[src/hw/rtl/shac_pkg.sv]
// ----------------------------------------------------------------------------
// shac_pkg
// Shared types and constants for the snapshot histogram accumulator.
// ----------------------------------------------------------------------------
package shac_pkg;

    // Bin storage geometry
    localparam int NUM_BINS = 32;
    localparam int BIN_W    = (NUM_BINS > 1) ? $clog2(NUM_BINS) : 1;

    // Accumulator widths
    localparam int CS_W = 48;
    localparam int CC_W = 24;
    localparam int TS_W = 56;
    localparam int TC_W = 32;
    localparam int SC_W = 32;

    // Divider geometry: magnitude of a total sum over a 32 bit count
    localparam int DIV_N = TS_W;
    localparam int DIV_D = TC_W;
    localparam int DIV_CNT_W = $clog2(DIV_N + 1);

    // Operation codes carried on the input sideband
    typedef enum logic [1:0] {
        OP_ADD   = 2'd0,
        OP_SNAP  = 2'd1,
        OP_CLEAR = 2'd2,
        OP_DUMP  = 2'd3
    } t_op;

    // Result status codes
    typedef enum logic [1:0] {
        ST_OK    = 2'd0,
        ST_RANGE = 2'd1,
        ST_ZDIV  = 2'd2
    } t_status;

    // Configuration register indexes
    typedef enum logic [1:0] {
        REG_RANGE_LOW  = 2'd0,
        REG_RANGE_HIGH = 2'd1,
        REG_BIN_WIDTH  = 2'd2,
        REG_BIN_RECIP  = 2'd3
    } t_reg;

    // Divider status toward the sequencer
    typedef struct packed {
        logic busy;
        logic done;
    } t_div_stat;

endpackage

[src/hw/rtl/shac_div.sv]
// ----------------------------------------------------------------------------
// shac_div
// Restoring divider, one quotient bit per cycle, unsigned magnitudes.
// ----------------------------------------------------------------------------
module shac_div (
    input  logic                          i_clk,
    input  logic                          i_rst_n,
    input  logic                          i_start,
    input  logic [shac_pkg::DIV_N-1:0]    i_dividend,
    input  logic [shac_pkg::DIV_D-1:0]    i_divisor,
    output logic [shac_pkg::DIV_N-1:0]    o_quotient,
    output shac_pkg::t_div_stat           o_stat
);
    import shac_pkg::*;

    logic [DIV_N-1:0]     r_q;
    logic [DIV_D-1:0]     r_rem;
    logic [DIV_D-1:0]     r_d;
    logic [DIV_CNT_W-1:0] r_cnt;
    logic                 r_busy;
    logic                 r_done;

    logic [DIV_D:0]       trial;
    logic [DIV_D:0]       diff;
    logic                 ge;

    // Shift in the next dividend bit and try the subtract
    always_comb begin
        trial = {r_rem, r_q[DIV_N-1]};
        diff  = trial - {1'b0, r_d};
        ge    = (trial >= {1'b0, r_d});
    end

    // Control: busy over DIV_N steps, done pulse after the last one
    always_ff @(posedge i_clk) begin
        if (!i_rst_n) begin
            r_busy <= 1'b0;
            r_done <= 1'b0;
            r_cnt  <= '0;
        end else begin
            r_done <= 1'b0;
            if (i_start) begin
                r_busy <= 1'b1;
                r_cnt  <= DIV_CNT_W'(DIV_N);
            end else if (r_busy) begin
                r_cnt <= r_cnt - 1'b1;
                if (r_cnt == DIV_CNT_W'(1)) begin
                    r_busy <= 1'b0;
                    r_done <= 1'b1;
                end
            end
        end
    end

    // Datapath: remainder and quotient shift registers
    always_ff @(posedge i_clk) begin
        if (i_start) begin
            r_q   <= i_dividend;
            r_rem <= '0;
            r_d   <= i_divisor;
        end else if (r_busy) begin
            r_rem <= ge ? diff[DIV_D-1:0] : trial[DIV_D-1:0];
            r_q   <= {r_q[DIV_N-2:0], ge};
        end
    end

    assign o_quotient  = r_q;
    assign o_stat.busy = r_busy;
    assign o_stat.done = r_done;

endmodule

[config.mk]
export PLATFORM = sky130hd
export DESIGN_NAME = shac_div
export DESIGN_NICKNAME = d
export VERILOG_FILES = /design/src/hw/rtl/shac_pkg.sv /design/src/hw/rtl/shac_div.sv
export SDC_FILE = /design/constraint.sdc
export NUM_CORES = 1
export LEC_CHECK = 0
export BUFFER_PORTS_ARGS = -buffer_cell sky130_fd_sc_hd__buf_4
export CAP_MARGIN = 10
export CORE_ASPECT_RATIO = 1.75
export CORE_UTILIZATION = 35
export CTS_CLUSTER_SIZE = 30
export DETAILED_ROUTE_END_ITERATION = 7
export GPL_TIMING_DRIVEN = 0
export PLACE_DENSITY = 0.57
export SETUP_SLACK_MARGIN = 0.2
export SYNTH_ARGS = -nofsm -noshare
export SYNTH_HDL_FRONTEND = slang
export SYNTH_SLANG_ARGS = --single-unit
[constraint.sdc]
create_clock -name i_clk -period 4.2 [get_ports i_clk]
set_clock_uncertainty 0.05 [all_clocks]
set_input_delay 0 -clock i_clk [delete_from_list [all_inputs] [get_ports i_clk]]
set_output_delay 0 -clock i_clk [all_outputs]
set_load 0.01 [all_outputs]
# [Word level (Yosys, flattened, before mapping)]
# Index checks and enable logic that the tools add are counted.
[op_classes] mux=9 order_cmp=1 addsub=2 n_shift=0 n_div=0 eq_ne=1 n_reduce_logical=3 mul=0 n_bitwise=2
[ops] cell="56-bit 2-to-1 mux" count=2
[ops] cell="33-bit by 32-bit greater-or-equal comparator with 1-bit output" count=1
[ops] cell="32-bit 2-to-1 mux" count=1
[ops] cell="32-bit subtractor" count=1
[ops] cell="6-bit 2-to-1 mux" count=2
[ops] cell="6-bit by 1-bit equality test with 1-bit output (second input constant)" count=1
[ops] cell="6-bit by 1-bit subtractor with 6-bit output (second input constant)" count=1
[ops] cell="1-bit 2-to-1 mux" count=4
[ops] cell="3-bit OR reduction" count=1
[ops] cell="1-bit NOT" count=2
[ops] cell="2-bit nonzero test" count=1
[ops] cell="2-bit OR reduction" count=1
[totals] register_bits=128 input_bits=91 latch_bits=0 word_cells=25 mem_count=0 output_inout_bits=58 mem_bits_ro=0 ramBits=0

# [Logic depth before layout (Yosys ltp)]
# Gate-level depths: netlist (run 1).
[logic_depth] ltp_word=4 depth_mapped=14

# [Worst setup path after synthesis (run 1)]
# OpenSTA, ideal clock, no wires.
[synth_path] kind="register to register" from="register r_d[23]" to="register r_rem[22]" period_less_slack_ns=2.753 setup_slack_ns=1.447 arrival_ns=2.612 required_time_ns=4.059 path_stages_with_launch=14 path_cell_list="edfxtp_1 inv_1 ha_1 buf_4 nand4_2 nor3_2 o2111a_1 o31ai_1 and2_4 buf_6 o311a_1 buf_6 or3b_1 a311oi_1"
[synth_via] elab_chain_cells=2
[synth_lines] item="start, declared" line="shac_div.sv:18" text="logic [DIV_D-1:0] r_d;"
[synth_lines] item="start signal, assigned" line="shac_div.sv:60" text="r_d <= i_divisor;"
[synth_lines] item="33-bit by 32-bit greater-or-equal comparator with 1-bit output" line="shac_div.sv:31" text="ge = (trial >= {1'b0, r_d});"
[synth_lines] item="32-bit 2-to-1 mux" line="shac_div.sv:62" text="r_rem <= ge ? diff[DIV_D-1:0] : trial[DIV_D-1:0];"
[synth_lines] item="end signal, assigned" line="shac_div.sv:62"
[synth_lines] item="end, declared" line="shac_div.sv:17" text="logic [DIV_D-1:0] r_rem;"
# Every way passes these cells.
# A chain may end at the register's enable or synchronous reset.

# [Final worst setup path (run 1)]
[layout_path] from="register r_d[20]" to="register r_rem[11]"
# The elaborated chain is that of the path after synthesis.

==> results of run 1 <==
==> timing repair <==
action,in CTS,in global routing
setup buffers,0,0
hold buffers,89,0
hold endpoints to repair,96,0
endpoints found under the setup margin,0,0
==> through the flow <==
step,utilization [%],setup WS (ns)
CTS,50.8,0.621
finish,50.8,0.651
detailed placement,43.0,0.642
global placement,42.9,0.648
global route,50.8,0.427
floorplan,-,1.45
==> power by group through the flow <==
stage / combinational [mW] / sequential, mW / clock [mW]
2_1_floorplan: 0.481 / 1.58 / 0
3_3_place_gp: 0.811 / 1.58 / 0
6_report: 0.887 / 1.55 / 1.62
4_1_cts: 0.888 / 1.55 / 1.64
3_5_place_dp: 0.819 / 1.58 / 0
5_1_grt: 0.967 / 1.57 / 1.67
==> cell usage in the layout, fill, tap and decap left out, drive strengths merged, types with 5 or more instances in the layout <==
cell type / count
a31oi: 6
o311ai: 5
nand4: 9
inv: 45
xor2: 7
mux2: 56
a311oi: 22
nor2b: 8
nor4: 5
edfxtp: 88
dlygate4sd3: 89
nor3b: 8
o21a: 6
nand2: 66
and3: 6
a21oi: 31
o31ai: 12
a21o: 10
nand3: 9
nor3: 6
ha: 34
clkinv: 5
dfxtp: 40
clkbuf: 40
buf: 161
a41oi: 6
o21ai: 20
xnor2: 23
nand2b: 7
nor2: 52
==> cells by family (layout without fill, tap and decap cells) <==
family | Yosys count | count (layout) | share of synthesized area (%)
AOI/OAI and AO/OA | 141 | 141 | 14.4
xor gates and xnor gates | 30 | 30 | 3.74
adders and majority gates | 35 | 35 | 6.35
and+or+nand+nor | 186 | 186 | 12.6
muxes | 57 | 57 | 9.13
buffers and inverters | 77 | 347 | 4.67
DFF | 128 | 128 | 49.1
==> flip-flops by register name (all words and copies together) (netlist names) <==
register    flops
o_quotient     56
r_busy          1
r_cnt           6
r_d            32
r_done          1
r_rem          32
==> how the worst min path moves through the flow <==
stage	startpoint	endpoint	slack [ns]
2_1_floorplan	i_divisor[0]	r_d[0]	0.05
3_3_place_gp	i_divisor[27]	r_d[27]	0.13
3_5_place_dp	i_divisor[4]	r_d[4]	0.13
4_1_cts	i_start	r_d[3]	0.02
5_1_grt	i_start	r_d[31]	0.03
6_report	i_start	r_d[30]	0.005
==> layer usage <==
metal / up-vias / track usage [%]
met3: 40 / 5.61
met1: 2873 / 20.2
met5: - / 0
met4: 0 / 9.15
met2: 196 / 40.7
li1: 2937 / -
==> cell type report <==
cell class | instances | area share [%]
clock inverter | 15 | 2.09
clock buffer | 17 | 4.26
buffer | 35 | 1.71
timing repair buffer | 238 | 20.3
multi-input combinational | 449 | 32.5
inverter | 42 | 1.58
tap | 245 | 3.07
sequential | 128 | 34.5
==> impl_metrics.env, run 1 <==
export IMPL_gp_congestion=0.856
export IMPL_min_path_type="input pin to flop"
export IMPL_ant_nets=0
export IMPL_dr_wl_met3_mm=1.12
export IMPL_slew_headroom_pct=48.1
export IMPL_hpwl_mm=15.1
export IMPL_fp_coreArea_mm2=0.0197
export IMPL_synth_seq_cells=128
export IMPL_critPathMaxStageDelay_ns=0.56
export IMPL_fp_dieW_um=109
export IMPL_setup_tns_ns=0
export IMPL_grt_util_all_layers_pct=21.2
export IMPL_required_ns=4.49
export IMPL_dr_pass1_iters=6
export IMPL_critPathTopFamily="compound AO/OA/AOI/OAI gates"
export IMPL_die_area_mm2=0.0206
export IMPL_synth_avg_cell_area_um2=10.7
export IMPL_nNetsFinal=1037
export IMPL_hold_viol_final=0
export IMPL_final_period_utilization_pct=84.5
export IMPL_p_leak_nw=4.13
export IMPL_slowest_stage="o311ai_4"
export IMPL_power_switching_mw=1.15
export IMPL_ff2ff_path_depth=12
export IMPL_yosysWarnings=0
export IMPL_path_clk_slew_ns=0.06
export IMPL_antenna_found_initial=0
export IMPL_die_h_um=189
export IMPL_worst_setup_path_end_kind="flop"
export IMPL_ctsResizeCount=0
export IMPL_crit_buf_inv=3
export IMPL_finalMaxSlewViolations=0
export IMPL_place_area_mm2=0.00845
export IMPL_wirelength_mm=20.9
export IMPL_diodes=0
export IMPL_cp_arrival_ns=3.84
export IMPL_first_iter_violations=254
export IMPL_run_status="complete, no violations"
export IMPL_path_class="flop to flop"
export IMPL_wl_per_cell_um=17.9
export IMPL_p_int_mw=2.91
export IMPL_powerDensity_mw_per_mm2=406
export IMPL_insertion_delay_ns=0.44
export IMPL_seqCellArea_mm2=0.00344
export IMPL_grt_pass1_vias=6325
export IMPL_rsz0062_at_grt="false"
export IMPL_numCtsBuffers=17
export IMPL_period_needed_ns=3.55
export IMPL_combPwrFrac_pct=21.9
export IMPL_sequentialPowerShare_pct=38.3
export IMPL_htree_levels=4
export IMPL_setup_violations=0
export IMPL_tightest_slew_ns=0.778
export IMPL_r2r_setup_slack_ns=0.65
export IMPL_yosys_area_top_type="edfxtp_1"
export IMPL_worstSetupStartpoint="r_d[20]"
export IMPL_regToRegEndpoint="r_rem[11]"
export IMPL_irDropWorstVdd_mv=0.334
export IMPL_multi_input_area_mm2=0.00325
export IMPL_grt_pass1_wl_mm=32.5
export IMPL_area_growth_pct=42.2
export IMPL_clkPwrFrac_pct=39.8
export IMPL_crit_fanout=10
export IMPL_io_pins=149
export IMPL_drc=0
export IMPL_ys_seq_area_share_pct=49.1
export IMPL_synth_area_leaders="edfxtp_1 38%, dfxtp_1 11%, mux2_2 9.0%, ha_1 6.1%, nand2_1 3.5%"
export IMPL_max_freq_ghz=0.282
export IMPL_swShare_pct=28.3
export IMPL_endpoint="r_rem[11]"
export IMPL_wirelength_met1_mm=7.49
export IMPL_cts_root_buffer="clkbuf_16"
export IMPL_reg2reg_from="r_d[20]"
export IMPL_synth_edff_count=88
export IMPL_nFillCells=1783
export IMPL_vias=6046
export IMPL_port_buffers=148
export IMPL_syn_area_mm2=0.00702
export IMPL_synth_distinct_cells=63
export IMPL_dr_wl_met2_mm=11.8
export IMPL_fin_hold_ws_ns=0.00477
export IMPL_async_reset_ff_share_pct=0
export IMPL_placed_cells=1048
export IMPL_grt_max_degree=34
export IMPL_crit_cells=12
export IMPL_synthMostInstantiatedCell="edfxtp_1"
export IMPL_rows=68
export IMPL_whs_path_depth=1
export IMPL_tritoncts="done"
export IMPL_grt_ovfl_total=0
export IMPL_cap_viol_max_count=0
export IMPL_worstSetupStartpointType="flop"
export IMPL_ys_flop_type="edfxtp_1"
export IMPL_synth_nets=780
export IMPL_ctsLongestPathBuffers=2
export IMPL_routed_top_layer="met4"
export IMPL_drive_above_1_share_pct=27.8
export IMPL_finalNonFillerCells=1169
export IMPL_cts_sinks=128
export IMPL_netlist_top_cells_count="88 x edfxtp_1, 66 x nand2_1, 56 x mux2_2"
export IMPL_final_design_area_no_fill_mm2=0.00998
export IMPL_viasPerCell=5.17
export IMPL_crit_chain="inv_1, ha_1, nand2_1, nor3_2, o2111a_1, o31ai_1, and2_4, buf_6, o311ai_4, clkbuf_1, nand2_1, a311oi_1"
export IMPL_crit_top_cell="nand2_1"
export IMPL_yosys_area_top_type_share_pct=37.7
export IMPL_postSynthCellCount=654
export IMPL_power_total_mw=4.06
export IMPL_initial_utilization_pct=35.7
(Power assumes the default switching activity.)
==> run 2, diff against run 1 <==
==> constraint.sdc (replaced) <==
create_clock -name i_clk -period 3.6 [get_ports i_clk]
set_clock_uncertainty 0.05 [all_clocks]
set_input_delay 0 -clock i_clk [delete_from_list [all_inputs] [get_ports i_clk]]
set_output_delay 0 -clock i_clk [all_outputs]
set_load 0.01 [all_outputs]
==> impl_metrics.env, run 2 (synthesis results as in run 1) <==
export IMPL_max_freq_ghz=0.312
export IMPL_crit_chain="inv_1, ha_1, nand2_1, nor3_2, o2111a_1, o31ai_2, and2_4, buf_6, o311ai_4, buf_2, nand2_1, a311oi_1"
export IMPL_crit_buf_inv=3
export IMPL_insertion_delay_ns=0.44
export IMPL_nFillCells=1780
export IMPL_area_growth_pct=42.6
export IMPL_rows=68
export IMPL_fp_dieW_um=109
export IMPL_wl_per_cell_um=17.9
export IMPL_largest_reg_flops=56
export IMPL_fp_coreArea_mm2=0.0197
export IMPL_die_area_mm2=0.0206
export IMPL_finalMaxSlewViolations=0
export IMPL_reg2reg_from="r_d[20]"
export IMPL_die_h_um=189
export IMPL_wirelength_mm=21.0
export IMPL_run_status="complete, no violations"
export IMPL_grt_ovfl_total=0
export IMPL_slew_headroom_pct=47.6
export IMPL_hold_viol_final=0
export IMPL_power_total_mw=4.73
export IMPL_drive_above_1_share_pct=28.4
export IMPL_htree_levels=4
export IMPL_required_ns=3.88
export IMPL_cts_sinks=128
export IMPL_tightest_slew_ns=0.786
export IMPL_antenna_found_initial=0
export IMPL_min_path_type="input pin to flop"
export IMPL_grt_max_degree=34
export IMPL_grt_pass1_wl_mm=32.5
export IMPL_cts_root_buffer="clkbuf_16"
export IMPL_tritoncts="done"
export IMPL_crit_top_cell="nand2_1"
export IMPL_nNetsFinal=1039
export IMPL_rsz0062_at_grt="false"
export IMPL_initial_utilization_pct=35.7
export IMPL_first_iter_violations=260
export IMPL_irDropWorstVdd_mv=0.389
export IMPL_diodes=0
export IMPL_endpoint="r_rem[2]"
export IMPL_dr_pass1_iters=5
export IMPL_p_leak_nw=4.15
export IMPL_regToRegEndpoint="r_rem[2]"
export IMPL_setup_tns_ns=0
export IMPL_setup_violations=0
export IMPL_port_buffers=148
export IMPL_powerDensity_mw_per_mm2=473
export IMPL_drc=0
export IMPL_worst_setup_path_end_kind="flop"
export IMPL_crit_fanout=10
export IMPL_worstSetupStartpoint="r_d[20]"
export IMPL_critPathTopFamily="compound AO/OA/AOI/OAI gates"
export IMPL_ff2ff_path_depth=12
export IMPL_numCtsBuffers=17
export IMPL_cp_arrival_ns=3.49
export IMPL_multi_input_area_mm2=0.00326
export IMPL_slowest_stage="ha_1"
export IMPL_crit_cells=12
export IMPL_path_class="flop to flop"
export IMPL_layout_commonest_cell="buf_4"
export IMPL_worstSetupStartpointType="flop"
export IMPL_final_cell_mix="155 x buf_4, 89 x dlygate4sd3_1, 88 x edfxtp_1"
export IMPL_path_clk_slew_ns=0.06
export IMPL_seqCellArea_mm2=0.00344
export IMPL_cap_viol_max_count=0
export IMPL_hpwl_mm=15.1
export IMPL_ctsLongestPathBuffers=2
export IMPL_critPathMaxStageDelay_ns=0.45
export IMPL_io_pins=149
export IMPL_grt_util_all_layers_pct=21.2
export IMPL_vias=6025
export IMPL_grt_pass1_vias=6325
export IMPL_final_period_utilization_pct=89.1
export IMPL_period_needed_ns=3.21
export IMPL_viasPerCell=5.15
export IMPL_gp_congestion=0.856
export IMPL_ant_nets=0
export IMPL_r2r_setup_slack_ns=0.39
-- run 2: changes by cell type in the layout (fill, tap and decap cells not counted) --
cell / change
nor3_2: +1
buf_2: +1
o311ai_1: +1
clkbuf_2: +1
o31ai_1: -1
o311ai_0: -1
nor3_1: -1
o31ai_2: +1
buf_4: +2
clkbuf_1: -2
-- run 2: per-layer routing --
| metal | track usage [%] | part of all wire, % | vias up |
|---|---|---|---|
| met5 | 0 | 0 | - |
| met4 | 9.15 | 2.3 | 0 |
| met3 | 5.61 | 5.7 | 31 |
| met2 | 40.7 | 57 | 197 |
| met1 | 20.2 | 36 | 2859 |
| li1 | - | - | 2938 |
-- run 2: cell type report --
cell class / count / share of cell area (%)
sequential: 128 / 34.4
multi-input combinational: 449 / 32.5
timing repair buffer: 240 / 20.4
clock buffer: 17 / 4.25
tap: 245 / 3.06
clock inverter: 15 / 2.09
buffer: 35 / 1.73
inverter: 42 / 1.58
-- run 2: worst min path at each step --
stage | startpoint | end | depth (start not counted)
2_1_floorplan | i_divisor[0] | r_d[0] | 0
3_3_place_gp | i_divisor[27] | r_d[27] | 1
3_5_place_dp | i_divisor[4] | r_d[4] | 1
4_1_cts | i_start | r_d[3] | 1
5_1_grt | i_start | r_d[31] | 1
6_report | i_start | r_d[30] | 1
-- run 2: through the flow --
step | area, um2 | utilization (%) | hold WS, ns | setup slack, ns | instances
finish | 10000 | 50.9 | 0.0120 | 0.392 | 1171
global route | 10000 | 50.9 | 0.0287 | 0.238 | 1171
CTS | 9980 | 50.8 | 0.0190 | 0.210 | 1169
detailed placement | 8450 | 43.0 | 0.129 | 0.0416 | 1048
global placement | 8430 | 42.9 | 0.128 | 0.0476 | 1047
floorplan | 7020 | - | 0.0489 | 0.847 | 654
-- run 2: where the power goes --
part	internal, mW	total, mW	switching (mW)	leakage [nW]
Sequential	1.73	1.81	0.0831	1.21
Combinational	0.504	1.04	0.539	2.64
Clock	1.17	1.88	0.711	0.300
Total	3.40	4.73	1.33	4.15
-- run 2: worst reg2reg max path, delay by kind of cell, from the launching register on --
| kind | cells | cell delay (ns) |
|---|---|---|
| simple gates | 4 | 0.64 |
| flops | 1 | 0.32 |
| fa+ha+maj | 1 | 0.45 |
| buf+inv | 3 | 0.54 |
| compound gates | 4 | 1.11 |
-- run 2: repair_timing --
| action | CTS | global route |
|---|---|---|
| hold buffers | 89 | 0 |
| endpoints found under the setup margin | 12 | 30 |
| setup buffers | 0 | 2 |
| endpoints found under the hold margin | 96 | 0 |
| pin swaps | 0 | 1 |
| resized for setup | 1 | 6 |
==> run 3, diff against run 2 <==
--- a/config.mk
+++ b/config.mk
@@ -5,14 +5,14 @@
 export SDC_FILE = /design/constraint.sdc
 export NUM_CORES = 1
 export LEC_CHECK = 0
-export BUFFER_PORTS_ARGS = -buffer_cell sky130_fd_sc_hd__buf_4
 export CAP_MARGIN = 10
 export CORE_ASPECT_RATIO = 1.75
 export CORE_UTILIZATION = 35
 export CTS_CLUSTER_SIZE = 30
 export DETAILED_ROUTE_END_ITERATION = 7
+export DONT_BUFFER_PORTS = 1
 export GPL_TIMING_DRIVEN = 0
-export PLACE_DENSITY = 0.57
+export PLACE_DENSITY = 0.51
 export SETUP_SLACK_MARGIN = 0.2
 export SYNTH_ARGS = -nofsm -noshare
 export SYNTH_HDL_FRONTEND = slang
==> impl_metrics.env, run 3 (synthesis results as in run 1) <==
export IMPL_run_status="complete, no violations"
export IMPL_viasPerCell=5.39
export IMPL_path_clk_slew_ns=0.06
export IMPL_cap_viol_max_count=0
export IMPL_reg2reg_from="o_quotient[55]"
export IMPL_power_total_mw=4.43
export IMPL_hold_start="i_divisor[7]"
export IMPL_r2r_setup_slack_ns=0.42
export IMPL_path_class="flop to flop"
export IMPL_io_pins=149
export IMPL_cp_arrival_ns=3.47
export IMPL_fp_dieW_um=109
export IMPL_die_h_um=189
export IMPL_regToRegEndpoint="r_rem[9]"
export IMPL_rows=68
export IMPL_dr_pass1_iters=4
export IMPL_insertion_delay_ns=0.44
export IMPL_whs_path_depth=1
export IMPL_crit_fanout=10
export IMPL_hold_viol_final=0
export IMPL_drc=0
export IMPL_tightest_slew_ns=0.686
export IMPL_layout_commonest_cell="dlygate4sd3_1"
export IMPL_htree_levels=4
export IMPL_ctsLongestPathBuffers=2
export IMPL_max_freq_ghz=0.315
export IMPL_p_leak_nw=3.43
export IMPL_die_area_mm2=0.0206
export IMPL_grt_ovfl_total=0
export IMPL_powerDensity_mw_per_mm2=498
export IMPL_area_growth_pct=26.7
export IMPL_vias=5520
export IMPL_setup_tns_ns=0
export IMPL_final_cell_mix="90 x dlygate4sd3_1, 88 x edfxtp_1, 66 x nand2_1"
export IMPL_grt_max_degree=57
export IMPL_grt_util_all_layers_pct=20.2
export IMPL_diodes=0
export IMPL_worstSetupStartpointType="flop"
export IMPL_port_buffers=0
export IMPL_min_path_type="input pin to flop"
export IMPL_grt_pass1_vias=6004
export IMPL_antenna_found_initial=0
export IMPL_fp_coreArea_mm2=0.0197
export IMPL_cts_root_buffer="clkbuf_16"
export IMPL_cts_sinks=128
export IMPL_period_needed_ns=3.18
export IMPL_tritoncts="done"
export IMPL_wirelength_mm=19.6
export IMPL_final_period_utilization_pct=88.2
export IMPL_required_ns=3.90
export IMPL_nNetsFinal=893
export IMPL_largest_reg_flops=56
export IMPL_nFillCells=1862
export IMPL_grt_pass1_wl_mm=30.9
export IMPL_irDropWorstVdd_mv=0.634
export IMPL_rsz0062_at_grt="false"
export IMPL_hold_path_end="r_d[7]"
export IMPL_slew_headroom_pct=54.3
export IMPL_numCtsBuffers=17
export IMPL_finalMaxSlewViolations=0
export IMPL_gp_congestion=0.883
export IMPL_worst_setup_path_end_kind="flop"
export IMPL_setup_violations=0
export IMPL_wl_per_cell_um=19.1
export IMPL_initial_utilization_pct=35.7
export IMPL_ant_nets=0
export IMPL_first_iter_violations=217
export IMPL_hpwl_mm=14.1
export IMPL_drive_above_1_share_pct=15.0
export IMPL_ff2ff_path_depth=13
[run 3: layout make-up]
type	count	area [um2]	share of cell area (%)
clock inverters	14	155	1.74
repair buffers	94	956	10.7
flip-flops and latches	128	3440	38.7
well taps	245	307	3.45
inverters	42	158	1.77
multi-input cells	449	3270	36.8
plain buffers	35	175	1.97
clock buffers	18	429	4.83
[run 3: where the power goes]
group / internal (mW) / switching (mW) / total, mW
clock network: 1.03 / 0.708 / 1.74
registers: 1.73 / 0.125 / 1.86
logic: 0.373 / 0.462 / 0.835
[run 3: how the worst max path moves through the flow]
stage,cells past startpoint,slack [ns],startpoint,to
6_report,13,0.42,o_quotient[55],r_rem[9]
5_1_grt,13,0.20,o_quotient[55],r_rem[7]
4_1_cts,13,0.27,r_d[20],r_rem[7]
3_5_place_dp,12,0.05,o_quotient[55],r_rem[30]
3_3_place_gp,12,0.07,o_quotient[55],r_rem[23]
2_1_floorplan,13,0.85,r_d[23],r_rem[22]
[run 3: what timing repair did]
item	in CTS	in global routing
endpoints found under the hold margin	128	0
hold buffers	91	0
buffers inserted	0	2
setup endpoints to repair	17	24
pin swaps	0	1
gates resized for setup	4	4
[run 3: per-layer routing]
metal / vias to the layer above / track usage (%) / part of all wire (%)
li1: 2645 / - / -
met2: 188 / 38.1 / 55
met3: 35 / 5.99 / 5.8
met1: 2652 / 19.5 / 36
met4: 0 / 9.30 / 3.3
met5: - / 0 / 0
[run 3: per-stage QoR]
step           hold slack [ns]  instances  setup slack (ns)  area (um2)  utilization, %
6_report                 0.145       1025             0.424        8890            45.2
5_1_grt                  0.127       1025             0.199        8890            45.2
4_1_cts                  0.126       1022             0.268        8840            45.0
3_5_place_dp            0.0489        899            0.0504        7320            37.3
3_3_place_gp            0.0489        899            0.0676        7320            37.3
2_1_floorplan           0.0489        654             0.847        7020               -
[run 3: critical path: stages (launching register included)]
cell	delay, ns
edfxtp_1	0.47
inv_1	0.14
ha_1	0.20
nand2b_1	0.13
a21oi_1	0.11
o31a_1	0.29
o31ai_2	0.40
and2_4	0.22
buf_6	0.11
o311a_1	0.19
buf_6	0.15
buf_2	0.28
nand2_1	0.09
a311oi_1	0.25
